$ cat config.mk
export PLATFORM = sky130hd
export DESIGN_NAME = rect_bisection_partitioner_flat
export DESIGN_NICKNAME = d
export VERILOG_FILES = /design/src/sv/rbp_pkg.sv /design/src/sv/rbp_channels.sv /design/src/sv/rect_bisection_partitioner.sv /design/src/sv/rbp_datapath.sv /design/src/sv/rbp_ctrl.sv /design/src/flat_wrapper.sv
export SDC_FILE = /design/constraint.sdc
export NUM_CORES = 2
export LEC_CHECK = 0
export ABC_CLOCK_PERIOD_IN_PS = 7900
export BUFFER_PORTS_ARGS = -buffer_cell sky130_fd_sc_hd__buf_2
export CORE_UTILIZATION = 30
export CTS_CLUSTER_DIAMETER = 80
export DETAILED_ROUTE_END_ITERATION = 10
export PLACE_DENSITY = 0.43
export SYNTH_ARGS = -nofsm -noshare
export SYNTH_HDL_FRONTEND = slang
export SYNTH_HIERARCHICAL = 1
export SYNTH_SLANG_ARGS = --single-unit
$ cat constraint.sdc
create_clock -name clk -period 7.9 [get_ports clk]
set_input_delay 0.395 -clock clk [delete_from_list [all_inputs] [get_ports clk]]
set_output_delay 0.395 -clock clk [all_outputs]
set_load 0.05 [all_outputs]
$ cat src/sv/rbp_pkg.sv
`timescale 1ns / 1ps
// ----------------------------------------------------------------------------
// rbp_pkg: shared types and constants of the rectangle bisection partitioner
// Field widths, status codes, controller states, command and status bundles.
// ----------------------------------------------------------------------------
package rbp_pkg;

	localparam int unsigned MAX_PARTS_DEF = 16;
	localparam int unsigned DIM_BITS_DEF  = 16;

	localparam int unsigned COORD_W  = 16;
	localparam int unsigned PARTS_W  = 8;
	localparam int unsigned STATUS_W = 2;
	localparam int unsigned INDEX_W  = 4;

	typedef enum logic [STATUS_W-1:0] {
		STATUS_OK           = 2'd0,
		STATUS_INVALID      = 2'd1,
		STATUS_NOT_POSSIBLE = 2'd2
	} status_t;

	typedef enum logic [2:0] {
		MEM_NONE,
		MEM_INIT,
		MEM_KEPT,
		MEM_FRESH,
		MEM_READ
	} mem_op_t;

	typedef enum logic [3:0] {
		ST_IDLE,
		ST_CHK1,
		ST_CHK2,
		ST_ERR,
		ST_SCAN,
		ST_DRAIN1,
		ST_DRAIN2,
		ST_SPLIT_KEPT,
		ST_SPLIT_FRESH,
		ST_EMIT_RD,
		ST_EMIT_WR
	} state_t;

	typedef struct packed {
		mem_op_t mem_op;
		logic    scan_vld;
		logic    mul_req;
		logic    best_clr;
		logic    load_out;
		status_t out_status;
		logic    out_last;
	} dp_cmd_t;

	typedef struct packed {
		logic invalid;
		logic not_possible;
	} dp_sts_t;

endpackage

$ cat src/sv/rbp_channels.sv
`timescale 1ns / 1ps
// ----------------------------------------------------------------------------
// rbp channels: request and result handshake interfaces
// Valid/ready channels carrying the partition request and one rectangle.
// ----------------------------------------------------------------------------
interface rbp_req_if;
	import rbp_pkg::*;

	logic               valid;
	logic               ready;
	logic [COORD_W-1:0] row_count;
	logic [COORD_W-1:0] col_count;
	logic [PARTS_W-1:0] part_count;

	modport source (output valid, row_count, col_count, part_count, input ready);
	modport sink   (input valid, row_count, col_count, part_count, output ready);
endinterface

interface rbp_rsp_if;
	import rbp_pkg::*;

	logic                valid;
	logic                ready;
	logic [STATUS_W-1:0] status;
	logic [INDEX_W-1:0]  rect_index;
	logic [COORD_W-1:0]  row_begin;
	logic [COORD_W-1:0]  row_end;
	logic [COORD_W-1:0]  col_begin;
	logic [COORD_W-1:0]  col_end;
	logic                last_rect;

	modport source (output valid, status, rect_index, row_begin, row_end, col_begin,
		col_end, last_rect, input ready);
	modport sink   (input valid, status, rect_index, row_begin, row_end, col_begin,
		col_end, last_rect, output ready);
endinterface

$ cat src/sv/rect_bisection_partitioner.sv
`timescale 1ns / 1ps
// ----------------------------------------------------------------------------
// rect_bisection_partitioner: largest-first recursive 2D bisection
// Splits a rows x cols grid into part_count rectangles and returns them in
// list order, or a single error result.
// ----------------------------------------------------------------------------
//
//  channel | dir | handshake   | payload
//  --------+-----+-------------+------------------------------------------------
//  req     | in  | valid/ready | row_count, col_count, part_count
//  rsp     | out | valid/ready | status, rect_index, row/col begin/end, last_rect
//
//  Sequence: one request at a time. The check runs through CHK1 and CHK2;
//  with c rectangles held, each split makes c memory reads through the area
//  pipeline, passes DRAIN1 and DRAIN2, then makes 2 writes on the single
//  memory port; each result is a memory read and a result register load.
//  Reset: arst_n clears the sequencer and the result valid; the rectangle
//  memory is never cleared, every entry is written before it is read.
//  Stalls: a held result only blocks the next result; after the last result
//  is loaded into the result register the next request is taken at once.
//
module rect_bisection_partitioner #(
	parameter int unsigned MAX_PARTS = rbp_pkg::MAX_PARTS_DEF,
	parameter int unsigned DIM_BITS  = rbp_pkg::DIM_BITS_DEF
) (
	input  logic      clk,
	input  logic      arst_n,
	rbp_req_if.sink   req,
	rbp_rsp_if.source rsp
);
	import rbp_pkg::*;

	localparam int unsigned IDX_W = $clog2(MAX_PARTS);
	localparam int unsigned CNT_W = $clog2(MAX_PARTS + 1);

	// sequencer to datapath
	dp_cmd_t           cmd;
	logic [IDX_W-1:0]  addr;
	logic              ld_req;
	// datapath to sequencer
	dp_sts_t           sts;
	logic [CNT_W-1:0]  parts;

	rbp_ctrl #(
		.MAX_PARTS (MAX_PARTS)
	) u_ctrl (
		.clk       (clk),
		.arst_n    (arst_n),
		.req_valid (req.valid),
		.req_ready (req.ready),
		.rsp_valid (rsp.valid),
		.rsp_ready (rsp.ready),
		.ld_req    (ld_req),
		.cmd       (cmd),
		.addr      (addr),
		.sts       (sts),
		.parts     (parts)
	);

	// area products, best-rectangle tracking and the result register
	rbp_datapath #(
		.MAX_PARTS (MAX_PARTS),
		.DIM_BITS  (DIM_BITS)
	) u_dp (
		.clk        (clk),
		.arst_n     (arst_n),
		.ld_req     (ld_req),
		.row_count  (req.row_count),
		.col_count  (req.col_count),
		.part_count (req.part_count),
		.cmd        (cmd),
		.addr       (addr),
		.sts        (sts),
		.parts      (parts),
		.status     (rsp.status),
		.rect_index (rsp.rect_index),
		.row_begin  (rsp.row_begin),
		.row_end    (rsp.row_end),
		.col_begin  (rsp.col_begin),
		.col_end    (rsp.col_end),
		.last_rect  (rsp.last_rect)
	);

endmodule

$ cat src/sv/rbp_datapath.sv
`timescale 1ns / 1ps
// ----------------------------------------------------------------------------
// rbp_datapath: rectangle store, area scan pipeline and split arithmetic
// Holds the request, the rectangle memory, the best-area tracker and the
// result register.
// ----------------------------------------------------------------------------
module rbp_datapath #(
	parameter int unsigned MAX_PARTS = rbp_pkg::MAX_PARTS_DEF,
	parameter int unsigned DIM_BITS  = rbp_pkg::DIM_BITS_DEF
) (
	input  logic                               clk,
	input  logic                               arst_n,
	input  logic                               ld_req,
	input  logic [rbp_pkg::COORD_W-1:0]        row_count,
	input  logic [rbp_pkg::COORD_W-1:0]        col_count,
	input  logic [rbp_pkg::PARTS_W-1:0]        part_count,
	input  rbp_pkg::dp_cmd_t                   cmd,
	input  logic [$clog2(MAX_PARTS)-1:0]       addr,
	output rbp_pkg::dp_sts_t                   sts,
	output logic [$clog2(MAX_PARTS+1)-1:0]     parts,
	output logic [rbp_pkg::STATUS_W-1:0]       status,
	output logic [rbp_pkg::INDEX_W-1:0]        rect_index,
	output logic [rbp_pkg::COORD_W-1:0]        row_begin,
	output logic [rbp_pkg::COORD_W-1:0]        row_end,
	output logic [rbp_pkg::COORD_W-1:0]        col_begin,
	output logic [rbp_pkg::COORD_W-1:0]        col_end,
	output logic                               last_rect
);
	import rbp_pkg::*;

	localparam int unsigned IDX_W  = $clog2(MAX_PARTS);
	localparam int unsigned CNT_W  = $clog2(MAX_PARTS + 1);
	localparam int unsigned AREA_W = 2 * DIM_BITS;

	typedef struct packed {
		logic [DIM_BITS-1:0] top;
		logic [DIM_BITS-1:0] bottom;
		logic [DIM_BITS-1:0] left;
		logic [DIM_BITS-1:0] right;
	} rect_t;

	logic [COORD_W-1:0] row_q, col_q;
	logic [PARTS_W-1:0] part_q;

	rect_t              rect_mem_q [MAX_PARTS];
	rect_t              rd_s1, rect_s2, best_q;
	logic               v_s1, v_s2;
	logic [IDX_W-1:0]   idx_s1, idx_s2, best_idx_q;
	logic [AREA_W-1:0]  area_s2, max_area_q;

	logic [DIM_BITS-1:0] mul_a, mul_b;
	logic [DIM_BITS-1:0] h, w, mid_r, mid_c;
	logic                cut_rows;
	rect_t               init_rect, kept_rect, fresh_rect;

	// request capture
	always_ff @(posedge clk) begin
		if (ld_req) begin
			row_q  <= row_count;
			col_q  <= col_count;
			part_q <= part_count;
		end
	end

	// shared multiplier: grid cell count during the check, areas during a scan
	always_comb begin
		if (cmd.mul_req) begin
			mul_a = DIM_BITS'(row_q);
			mul_b = DIM_BITS'(col_q);
		end else begin
			mul_a = rd_s1.bottom - rd_s1.top;
			mul_b = rd_s1.right - rd_s1.left;
		end
	end

	always_ff @(posedge clk) begin
		area_s2 <= AREA_W'(mul_a) * AREA_W'(mul_b);
		rect_s2 <= rd_s1;
		idx_s2  <= idx_s1;
		if (cmd.mem_op == MEM_READ) begin
			idx_s1 <= addr;
		end
	end

	always_ff @(posedge clk or negedge arst_n) begin
		if (!arst_n) begin
			v_s1 <= 1'b0;
			v_s2 <= 1'b0;
		end else begin
			v_s1 <= cmd.scan_vld;
			v_s2 <= v_s1;
		end
	end

	// first strictly larger area wins, so ties keep the lowest index
	always_ff @(posedge clk or negedge arst_n) begin
		if (!arst_n) begin
			max_area_q <= '0;
		end else if (cmd.best_clr) begin
			max_area_q <= '0;
		end else if (v_s2 && area_s2 > max_area_q && area_s2 > AREA_W'(1)) begin
			max_area_q <= area_s2;
		end
	end

	always_ff @(posedge clk) begin
		if (!cmd.best_clr && v_s2 && area_s2 > max_area_q && area_s2 > AREA_W'(1)) begin
			best_q     <= rect_s2;
			best_idx_q <= idx_s2;
		end
	end

	// halving of the chosen rectangle
	always_comb begin
		h        = best_q.bottom - best_q.top;
		w        = best_q.right - best_q.left;
		cut_rows = (h >= w && h > DIM_BITS'(1)) || w == DIM_BITS'(1);
		mid_r    = best_q.top + (h >> 1);
		mid_c    = best_q.left + (w >> 1);

		kept_rect  = best_q;
		fresh_rect = best_q;
		if (cut_rows) begin
			kept_rect.bottom = mid_r;
			fresh_rect.top   = mid_r;
		end else begin
			kept_rect.right  = mid_c;
			fresh_rect.left  = mid_c;
		end

		init_rect.top    = '0;
		init_rect.bottom = DIM_BITS'(row_q);
		init_rect.left   = '0;
		init_rect.right  = DIM_BITS'(col_q);
	end

	// rectangle memory, one access per cycle
	always_ff @(posedge clk) begin
		case (cmd.mem_op)
			MEM_INIT:  rect_mem_q[addr]       <= init_rect;
			MEM_KEPT:  rect_mem_q[best_idx_q] <= kept_rect;
			MEM_FRESH: rect_mem_q[addr]       <= fresh_rect;
			MEM_READ:  rd_s1                  <= rect_mem_q[addr];
			default: begin
			end
		endcase
	end

	// request checks
	always_comb begin
		sts.invalid = row_q == '0 || col_q == '0 || part_q == '0 ||
			(32'(row_q) >> DIM_BITS) != 32'd0 || (32'(col_q) >> DIM_BITS) != 32'd0 ||
			32'(part_q) > MAX_PARTS;
		sts.not_possible = AREA_W'(part_q) > area_s2;
	end

	assign parts = CNT_W'(part_q);

	// result register
	always_ff @(posedge clk) begin
		if (cmd.load_out) begin
			status    <= cmd.out_status;
			last_rect <= cmd.out_last;
			if (cmd.out_status == STATUS_OK) begin
				rect_index <= INDEX_W'(32'(addr));
				row_begin  <= COORD_W'(32'(rd_s1.top));
				row_end    <= COORD_W'(32'(rd_s1.bottom));
				col_begin  <= COORD_W'(32'(rd_s1.left));
				col_end    <= COORD_W'(32'(rd_s1.right));
			end else begin
				rect_index <= '0;
				row_begin  <= '0;
				row_end    <= '0;
				col_begin  <= '0;
				col_end    <= '0;
			end
		end
	end

endmodule

$ cat src/sv/rbp_ctrl.sv
`timescale 1ns / 1ps
// ----------------------------------------------------------------------------
// rbp_ctrl: sequencer of the rectangle bisection partitioner
// Steps check, scan, split and emit phases and owns the handshakes.
// ----------------------------------------------------------------------------
module rbp_ctrl #(
	parameter int unsigned MAX_PARTS = rbp_pkg::MAX_PARTS_DEF
) (
	input  logic                           clk,
	input  logic                           arst_n,
	input  logic                           req_valid,
	output logic                           req_ready,
	output logic                           rsp_valid,
	input  logic                           rsp_ready,
	output logic                           ld_req,
	output rbp_pkg::dp_cmd_t               cmd,
	output logic [$clog2(MAX_PARTS)-1:0]   addr,
	input  rbp_pkg::dp_sts_t               sts,
	input  logic [$clog2(MAX_PARTS+1)-1:0] parts
);
	import rbp_pkg::*;

	localparam int unsigned IDX_W = $clog2(MAX_PARTS);
	localparam int unsigned CNT_W = $clog2(MAX_PARTS + 1);

	state_t            state_q, state_n;
	logic [IDX_W-1:0]  k_q, k_n;
	logic [CNT_W-1:0]  count_q, count_n;
	logic              rsp_valid_q;
	logic              slot_free, k_last;

	assign slot_free = !rsp_valid_q || rsp_ready;
	assign k_last    = (CNT_W'(k_q) + CNT_W'(1)) == count_q;
	assign rsp_valid = rsp_valid_q;

	always_ff @(posedge clk or negedge arst_n) begin
		if (!arst_n) begin
			state_q     <= ST_IDLE;
			k_q         <= '0;
			count_q     <= '0;
			rsp_valid_q <= 1'b0;
		end else begin
			state_q <= state_n;
			k_q     <= k_n;
			count_q <= count_n;
			if (cmd.load_out) begin
				rsp_valid_q <= 1'b1;
			end else if (rsp_ready) begin
				rsp_valid_q <= 1'b0;
			end
		end
	end

	always_comb begin
		state_n        = state_q;
		k_n            = k_q;
		count_n        = count_q;
		req_ready      = 1'b0;
		ld_req         = 1'b0;
		addr           = k_q;
		cmd.mem_op     = MEM_NONE;
		cmd.scan_vld   = 1'b0;
		cmd.mul_req    = 1'b0;
		cmd.best_clr   = 1'b0;
		cmd.load_out   = 1'b0;
		cmd.out_status = STATUS_OK;
		cmd.out_last   = 1'b0;

		case (state_q)
			ST_IDLE: begin
				req_ready = 1'b1;
				if (req_valid) begin
					ld_req  = 1'b1;
					state_n = ST_CHK1;
				end
			end
			ST_CHK1: begin
				cmd.mul_req = 1'b1;
				state_n     = ST_CHK2;
			end
			ST_CHK2: begin
				if (sts.invalid || sts.not_possible) begin
					state_n = ST_ERR;
				end else begin
					cmd.mem_op   = MEM_INIT;
					addr         = '0;
					cmd.best_clr = 1'b1;
					count_n      = CNT_W'(1);
					k_n          = '0;
					state_n      = (parts == CNT_W'(1)) ? ST_EMIT_RD : ST_SCAN;
				end
			end
			ST_ERR: begin
				addr = '0;
				if (slot_free) begin
					cmd.load_out   = 1'b1;
					cmd.out_status = sts.invalid ? STATUS_INVALID : STATUS_NOT_POSSIBLE;
					cmd.out_last   = 1'b1;
					state_n        = ST_IDLE;
				end
			end
			ST_SCAN: begin
				cmd.mem_op   = MEM_READ;
				cmd.scan_vld = 1'b1;
				if (k_last) begin
					k_n     = '0;
					state_n = ST_DRAIN1;
				end else begin
					k_n = k_q + IDX_W'(1);
				end
			end
			ST_DRAIN1: begin
				state_n = ST_DRAIN2;
			end
			ST_DRAIN2: begin
				state_n = ST_SPLIT_KEPT;
			end
			ST_SPLIT_KEPT: begin
				cmd.mem_op = MEM_KEPT;
				state_n    = ST_SPLIT_FRESH;
			end
			ST_SPLIT_FRESH: begin
				cmd.mem_op   = MEM_FRESH;
				addr         = IDX_W'(count_q);
				cmd.best_clr = 1'b1;
				count_n      = count_q + CNT_W'(1);
				k_n          = '0;
				state_n      = (count_q + CNT_W'(1) == parts) ? ST_EMIT_RD : ST_SCAN;
			end
			ST_EMIT_RD: begin
				cmd.mem_op = MEM_READ;
				state_n    = ST_EMIT_WR;
			end
			ST_EMIT_WR: begin
				if (slot_free) begin
					cmd.load_out   = 1'b1;
					cmd.out_status = STATUS_OK;
					cmd.out_last   = k_last;
					if (k_last) begin
						state_n = ST_IDLE;
					end else begin
						k_n     = k_q + IDX_W'(1);
						state_n = ST_EMIT_RD;
					end
				end
			end
			default: begin
				state_n = ST_IDLE;
			end
		endcase
	end

endmodule

$ cat src/flat_wrapper.sv
// flat-port wrapper written by rule: the top's interface ports become plain ports
module rect_bisection_partitioner_flat import rbp_pkg::*;
#(
	parameter int unsigned MAX_PARTS = rbp_pkg::MAX_PARTS_DEF,
	parameter int unsigned DIM_BITS  = rbp_pkg::DIM_BITS_DEF
)
  (clk, arst_n, req_valid, req_row_count, req_col_count, req_part_count, req_ready, rsp_valid, rsp_status, rsp_rect_index, rsp_row_begin, rsp_row_end, rsp_col_begin, rsp_col_end, rsp_last_rect, rsp_ready);
  rbp_req_if req_i ();
  rbp_rsp_if rsp_i ();
  input  logic clk;
  input  logic arst_n;
  input wire logic [$bits(req_i.valid)-1:0] req_valid;
  input wire logic [$bits(req_i.row_count)-1:0] req_row_count;
  input wire logic [$bits(req_i.col_count)-1:0] req_col_count;
  input wire logic [$bits(req_i.part_count)-1:0] req_part_count;
  output wire logic [$bits(req_i.ready)-1:0] req_ready;
  output wire logic [$bits(rsp_i.valid)-1:0] rsp_valid;
  output wire logic [$bits(rsp_i.status)-1:0] rsp_status;
  output wire logic [$bits(rsp_i.rect_index)-1:0] rsp_rect_index;
  output wire logic [$bits(rsp_i.row_begin)-1:0] rsp_row_begin;
  output wire logic [$bits(rsp_i.row_end)-1:0] rsp_row_end;
  output wire logic [$bits(rsp_i.col_begin)-1:0] rsp_col_begin;
  output wire logic [$bits(rsp_i.col_end)-1:0] rsp_col_end;
  output wire logic [$bits(rsp_i.last_rect)-1:0] rsp_last_rect;
  input wire logic [$bits(rsp_i.ready)-1:0] rsp_ready;
  assign req_i.valid = req_valid;
  assign req_i.row_count = req_row_count;
  assign req_i.col_count = req_col_count;
  assign req_i.part_count = req_part_count;
  assign req_ready = req_i.ready;
  assign rsp_valid = rsp_i.valid;
  assign rsp_status = rsp_i.status;
  assign rsp_rect_index = rsp_i.rect_index;
  assign rsp_row_begin = rsp_i.row_begin;
  assign rsp_row_end = rsp_i.row_end;
  assign rsp_col_begin = rsp_i.col_begin;
  assign rsp_col_end = rsp_i.col_end;
  assign rsp_last_rect = rsp_i.last_rect;
  assign rsp_i.ready = rsp_ready;
  rect_bisection_partitioner #(.MAX_PARTS(MAX_PARTS), .DIM_BITS(DIM_BITS)) u_core (.clk(clk), .arst_n(arst_n), .req(req_i), .rsp(rsp_i));
endmodule
== Yosys cells after proc, flatten, opt, wreduce, memory -nomap -nowiden ==
Memories as Yosys holds them, arrays and structs flattened. A register that Yosys moved wholly into a read port is not among the register bits.
Index checks and enable logic that the tools add are counted.
Word-level totals
  word-level logic and storage cells: 149
  RAM bits: 1024
  memories: 1
  bits of input ports: 44
  bits in registers: 331
Memories
  u_core.u_dp.rect_mem_q: depth 16, width 64, read ports 1, clocked after Yosys merged registers in 1, write ports 1, line rbp_datapath.sv:45  | rect_t rect_mem_q [MAX_PARTS];
Cells by class
  mux-type cells: 50
  reduce and logical (&&, ||, !) cells: 28
  magnitude comparators: 6
  bitwise operators: 1
  $mul: 1
  add/sub/neg operators: 9
  equality and inequality tests: 24
Operators with widths (number)
  2-to-1 mux 64 bit: 2
  2-to-1 mux 16 bit: 6
  2-to-1 mux 32 bit: 2
  OR reduction 64 bit: 1
  subtractor 16 bit: 4
  2-to-1 mux 4 bit: 15
  case mux 4 bit (11 select lines): 1
  adder 16 x 15 -> 16 bit: 2
  greater-than comparator 32 x 1 -> 1 bit (second input constant): 1
  greater-than comparator 32 bit: 1
  greater-than comparator 8 x 32 -> 1 bit: 1
  logical NOT 16 bit: 2
  multiplier 16 x 16 -> 32 bit: 1
  equality test 16 x 1 -> 1 bit (second input constant): 1
  equality test 4 x 3 -> 1 bit (second input constant): 4
  greater-or-equal comparator 16 bit: 1
  greater-than comparator 16 x 1 -> 1 bit (second input constant): 1
  2-to-1 mux 1 bit: 16
  case mux 4 bit (4 select lines): 1
  equality test 4 bit (second input constant): 3
  inequality test 2 bit (second input constant): 6
  case mux 3 bit (4 select lines): 1
  case mux 4 bit (3 select lines): 1
  equality test 5 bit: 2
  28 further kinds: 43

== Longest topological paths before layout ==
  word-level depth: 12
  gate-level depth with buffers: 36
  gate-level depth less buffers: 35

== Hierarchy ==
The synthesis kept the hierarchy.
By module, submodules not included
  rbp_datapath: area an instance 66040.8 µm², cells each 4183, seq. area each 41019.3 µm², instances 1
  rbp_ctrl: area an instance 1335.0 µm², cells each 166, seq. area each 350.3 µm², instances 1

== Worst setup path after synthesis ==
OpenSTA, ideal clock, no wires.
  path type: flip-flop to flip-flop
  start point: register, netlist name u_core/u_dp/rd_s1[48]
  end point: register u_core.u_dp.area_s2[30]
  setup slack: -0.733 ns
  clock period less this slack: 8.633 ns
  buffers on the path: 1
  stages on the path, launching flop included: 34
  arrival: 8.515 ns
  data required time: 7.782 ns
  cell sequence: edfxtp_1 -> ha_1 -> fa_1 -> nor2b_1 -> o21ai_0 -> a21boi_0 -> o21a_1 -> o21ai_0 -> a211oi_1 -> o31a_1 -> nor3_1 -> o31ai_1 -> clkbuf_1 -> nand2_1 -> fa_1 -> fa_1 -> fa_1 -> inv_1 -> fa_1 -> fa_1 -> inv_1 -> fa_1 -> inv_1 -> ha_1 -> a21o_1 -> a31o_2 -> a221o_1 -> a31o_2 -> a221oi_2 -> o21ai_0 -> o31a_1 -> a211oi_1 -> a21oi_1 -> xnor2_1
Between the ends
  cells in the longest elaborated chain, start to end: 3
Ends and longest elaborated chain
  subtractor 16 bit: line rbp_datapath.sv:71  | mul_a = rd_s1.bottom - rd_s1.top;
  2-to-1 mux 16 bit: line rbp_datapath.sv:67  | if (cmd.mul_req) begin
  multiplier 16 x 16 -> 32 bit: line rbp_datapath.sv:77  | area_s2 <= AREA_W'(mul_a) * AREA_W'(mul_b);
  end signal: assignment: line rbp_datapath.sv:77
  end: declaration: line rbp_datapath.sv:49  | logic [AREA_W-1:0] area_s2, max_area_q;
Every way passes these cells.
A chain may end at the register's enable or synchronous reset.

== Worst setup path in the final report ==
  start point: register, netlist name u_core/u_dp/rd_s1[48]
  end point: register u_core.u_dp.area_s2[30]
Between the ends
  cells in the longest elaborated chain, start to end: 3
Ends and longest elaborated chain (line)
  subtractor 16 bit: rbp_datapath.sv:71
  2-to-1 mux 16 bit: rbp_datapath.sv:67
  multiplier 16 x 16 -> 32 bit: rbp_datapath.sv:77
Every way passes these cells.

==> qor.csv <==
stage;metric;value;unit
status;outcome;complete, but fails checks;
status;violated checks;negative setup slack;
timing;fraction of the cycle the final worst path needs;103;%
die;floorplan core area;223000;um2
logic_synthesis;flip-flop cell with the highest count after synthesis;sky130_fd_sc_hd__edfxtp_1;
critical_path;CP Max Fanout;3;
job;MaxCap Viol Count;0;
routing;post-route ant nets;0;
cts;clock buffer count from CTS;161;
routing;vias after detailed routing;39200;
logic_synthesis;count of synthesis-stage warnings from yosys;6;
placed_design;PortBufs;116;
routing;wire length per cell;25.6;um
cts;largest buffer count on any clock path;3;
grt;global-route wire length before repair;297000;um
cts;clock-pin transition on the worst setup and hold timing paths;0.06;ns
timing;setup slack after layout;-0.206;ns
logic_synthesis;top cells by area, synth;sky130_fd_sc_hd__edfxtp_1 57%, sky130_fd_sc_hd__mux4_2 11%, sky130_fd_sc_hd__fa_1 5.9%, sky130_fd_sc_hd__ha_1 4.7%, sky130_fd_sc_hd__dfxtp_1 3.0%;
critical_path;register-to-register setup slack;-0.21;ns
grt;pin count of the biggest net entering global routing;130;
critical_path;endpoint kind of the worst setup timing path;register;
critical_path;critical path data arrival time;8.81;ns
logic_synthesis;number of synthesized flops with an enable pin;1271;
grt;global-route usage over all layers;18.2;%
cts;clock latency on the worst-skew pair;0.84;ns
timing;slew at the pin closest to its max-slew limit;1.34;ns
timing;maximum operating frequency;123;MHz
die;die span in y;476;um
placed_design;post-DP HPWL;134000;um
logic_synthesis;net count after synthesis;4846;
cells_and_area;proportion of layout cells with a drive suffix above 1;24.1;%
routing;Total Wirelength;205000;um
cells_and_area;register cell area after layout;41400;um2
placed_design;weighted congestion at the end of routability-driven global placement;0.893;
logic_synthesis;share of synthesized area occupied by flip-flops and latches;61.4;%
routing;Detailed Route Iter0 Violations;2582;
cts;clock tree from TritonCTS;done;
die;I/O pin total;117;
cells_and_area;Layout area overhead;19.7;%
cells_and_area;fillcell total;21200;
timing;Worst slew margin;10.4;%
critical_path;class of the most critical setup path;reg2reg;
timing;Min Hold Slack;0.165;ns
placed_design;cell area after placement;74500;um2
worst_hold_path;Min-Delay Path Class;in2reg;
die;Total Die Area;226000;um2
logic_synthesis;Mean Syn Cell Area;15.5;um2
logic_synthesis;area share of the largest cell type after synthesis;56.6;%
timing;Setup Total Neg Slack;-0.504;ns
cells_and_area;total number of nets in the final design;5389;
grt;antenna violations before repair;7;
timing;count of final setup violators;4;
routing;via/cell ratio;4.89;
routing;first-pass iteration count of the detailed router;7;
logic_synthesis;Gate Count Post-Synth;4349;
grt;vias in the first global route;41100;
cells_and_area;area taken by multi-input logic gates;24500;um2
cts;CTS sink cnt;1419;
critical_path;slowest stage cell on the critical path;sky130_fd_sc_hd__fa_1;
die;die width;476;um
logic_synthesis;cell type with the largest total area after synthesis;sky130_fd_sc_hd__edfxtp_1;
timing;Final Slew Violations;0;
placed_design;Placement Setup Slack;-0.601;ns
timing;skew final;0.0461;ns
critical_path;CP top delay family;adder cells;
critical_path;Startpoint Class;register;
critical_path;Worst Path Buf+Inv;4;
critical_path;delay of the slowest cell on the worst path;0.51;ns
logic_synthesis;synthesis-stage register bit count;1419;
die;initial cell density of the core;30.2;%
cts;H-tree levels;4;
routing;number of remaining DRC errors;0;
logic_synthesis;Async SR Flop Fraction;3.38;%
critical_path;Required @ worst endpoint;8.60;ns
timing;unrepaired setup endpoints after global routing;yes;
logic_synthesis;number of unique standard cell types used by synthesis;92;
timing;Tmin final;8.11;ns
cts;root buffer selected by CTS;sky130_fd_sc_hd__clkbuf_16;
cells_and_area;cell area after layout;80600;um2
critical_path;most used cell along the critical path;sky130_fd_sc_hd__fa_1;
die;number of rows created at floorplan;173;
timing;final hold violations;0;
logic_synthesis;area of the mapped netlist;67400;um2
grt;total gr overflow;0;
cells in the final DEF, fill, tap and decap left out, types with 22 or more instances in the layout:
cell and count:
sky130_fd_sc_hd__nand3_1 84, sky130_fd_sc_hd__a21oi_1 122, sky130_fd_sc_hd__nand4_1 22, sky130_fd_sc_hd__nor4_1 25, sky130_fd_sc_hd__fa_1 192, sky130_fd_sc_hd__a31oi_1 44, sky130_fd_sc_hd__nor2_1 215, sky130_fd_sc_hd__nor3_1 67
sky130_fd_sc_hd__mux4_2 320, sky130_fd_sc_hd__a21o_1 63, sky130_fd_sc_hd__nand2_1 182, sky130_fd_sc_hd__buf_2 116, sky130_fd_sc_hd__clkinv_1 28, sky130_fd_sc_hd__ha_1 244, sky130_fd_sc_hd__dfxtp_1 100, sky130_fd_sc_hd__xnor2_1 69
sky130_fd_sc_hd__mux2i_1 42, sky130_fd_sc_hd__edfxtp_1 1271, sky130_fd_sc_hd__nand2b_1 104, sky130_fd_sc_hd__nor2b_1 33, sky130_fd_sc_hd__clkinv_2 23, sky130_fd_sc_hd__dfrtp_1 48, sky130_fd_sc_hd__o21ai_1 22, sky130_fd_sc_hd__inv_1 378
sky130_fd_sc_hd__xor2_1 28, sky130_fd_sc_hd__o21ai_0 106, sky130_fd_sc_hd__buf_4 357, sky130_fd_sc_hd__clkbuf_1 41, sky130_fd_sc_hd__and2_1 59, sky130_fd_sc_hd__clkbuf_16 164, sky130_fd_sc_hd__dlygate4sd3_1 43, sky130_fd_sc_hd__buf_12 31
sequential cells by signal, summed over array words and instances (netlist names), 2 cells and up:
register / cells
u_core/u_ctrl/count_q: 5
u_core/u_ctrl/k_q: 4
u_core/u_dp/best_q: 64
u_core/u_dp/row_end: 16
u_core/u_dp/rd_s1: 64
u_core/u_dp/rect_s2: 64
u_core/u_dp/part_q: 8
u_core/u_dp/row_q: 16
u_core/u_dp/col_end: 16
u_core/u_dp/rect_mem_q: 1024
u_core/u_dp/best_idx_q: 4
u_core/u_dp/col_begin: 16
u_core/u_dp/status: 2
u_core/u_dp/row_begin: 16
u_core/u_dp/idx_s1: 4
u_core/u_ctrl/state_q: 4
u_core/u_dp/rect_index: 4
u_core/u_dp/area_s2: 32
u_core/u_dp/col_q: 16
u_core/u_dp/max_area_q: 32
u_core/u_dp/idx_s2: 4
final timing paths:
| kind | depth (start not counted) | to | from |
|---|---|---|---|
| worst min register to register | 0 | u_core/u_dp/idx_s2[2] | u_core/u_dp/idx_s1[2] |
| worst min-delay path | 3 | u_core/u_ctrl/rsp_valid | rsp_ready |
| min in group asynchronous | 3 | u_core/u_dp/max_area_q[21] | arst_n |
| max in group asynchronous | 3 | u_core/u_ctrl/count_q[4] | arst_n |
| worst max register to register | 33 | u_core/u_dp/area_s2[30] | u_core/u_dp/rd_s1[48] |
| worst max-delay path | 33 | u_core/u_dp/area_s2[30] | u_core/u_dp/rd_s1[48] |
cell type report:
type / instances / area share (%)
flip-flops and latches: 1419 / 51.3
multi-input cells: 2370 / 30.4
repair buffers: 554 / 5.45
clock buffers: 213 / 5.42
well taps: 2975 / 4.62
inverters: 386 / 1.80
clock inverters: 85 / 1.01
diodes: 10 / 0.0310
what timing repair did:
item / CTS / global route
pin swaps: 54 / 20
buffers inserted: 16 / 11
gates resized for setup: 52 / 29
hold buffers: 43 / 0
endpoints found under the setup margin: 12 / 12
endpoints found under the hold margin: 89 / 0
worst reg2reg max path, delay by kind of cell, from the launching register on:
kind / cells / cell delay, ns
and+or+nand+nor: 5 / 1.02
adders and majority gates: 9 / 3.61
buffers and inverters: 4 / 0.24
AOI/OAI and AO/OA: 14 / 2.57
xor gates and xnor gates: 1 / 0.13
DFF: 1 / 0.43
through the flow:
step | cells | util (%)
6_report | 8012 | 36.2
5_1_grt | 8007 | 36.2
4_1_cts | 7992 | 36.1
3_5_place_dp | 7635 | 33.4
3_3_place_gp | 7635 | 33.4
2_1_floorplan | 4349 | -
synth_stat cells, types with 45 or more instances:
| library cell | number |
|---|---|
| sky130_fd_sc_hd__a21o_1 | 63 |
| sky130_fd_sc_hd__a21oi_1 | 135 |
| sky130_fd_sc_hd__a31oi_1 | 45 |
| sky130_fd_sc_hd__and2_1 | 61 |
| sky130_fd_sc_hd__clkbuf_1 | 128 |
| sky130_fd_sc_hd__dfrtp_1 | 48 |
| sky130_fd_sc_hd__dfxtp_1 | 100 |
| sky130_fd_sc_hd__edfxtp_1 | 1271 |
| sky130_fd_sc_hd__fa_1 | 200 |
| sky130_fd_sc_hd__ha_1 | 253 |
| sky130_fd_sc_hd__inv_1 | 386 |
| sky130_fd_sc_hd__mux4_2 | 320 |
| sky130_fd_sc_hd__nand2_1 | 189 |
| sky130_fd_sc_hd__nand2b_1 | 105 |
| sky130_fd_sc_hd__nand3_1 | 86 |
| sky130_fd_sc_hd__nor2_1 | 235 |
| sky130_fd_sc_hd__nor3_1 | 72 |
| sky130_fd_sc_hd__o21ai_0 | 118 |
| sky130_fd_sc_hd__xnor2_1 | 70 |
layer usage:
layer | vias up | share of wire [%] | track usage, % | routed length [um]
met1 | 20800 | 47 | 25.4 | 95500
met2 | 751 | 48 | 29.9 | 97800
met4 | 6 | 1.9 | 4.06 | 3890
met3 | 205 | 3.7 | 2.59 | 7520
li1 | 17500 | - | - | -
met5 | - | 0.020 | 0 | 41
logic make-up (layout without fill, tap and decap cells):
family	after synthesis	after routing	synth area share (%)
adder cells (fa/ha/maj)	453	453	10.6
AND/OR/NAND/NOR	902	902	6.64
other	0	10	0
flip-flops	1419	1419	61.4
multiplexers	369	369	11.4
buffers and inverters	560	1238	3.18
AO/OA/AOI/OAI	543	543	5.30
XOR/XNOR	103	103	1.40
Power is not shown: default switching activity piles up to over one toggle a cycle in this logic, so the estimate is an artifact.
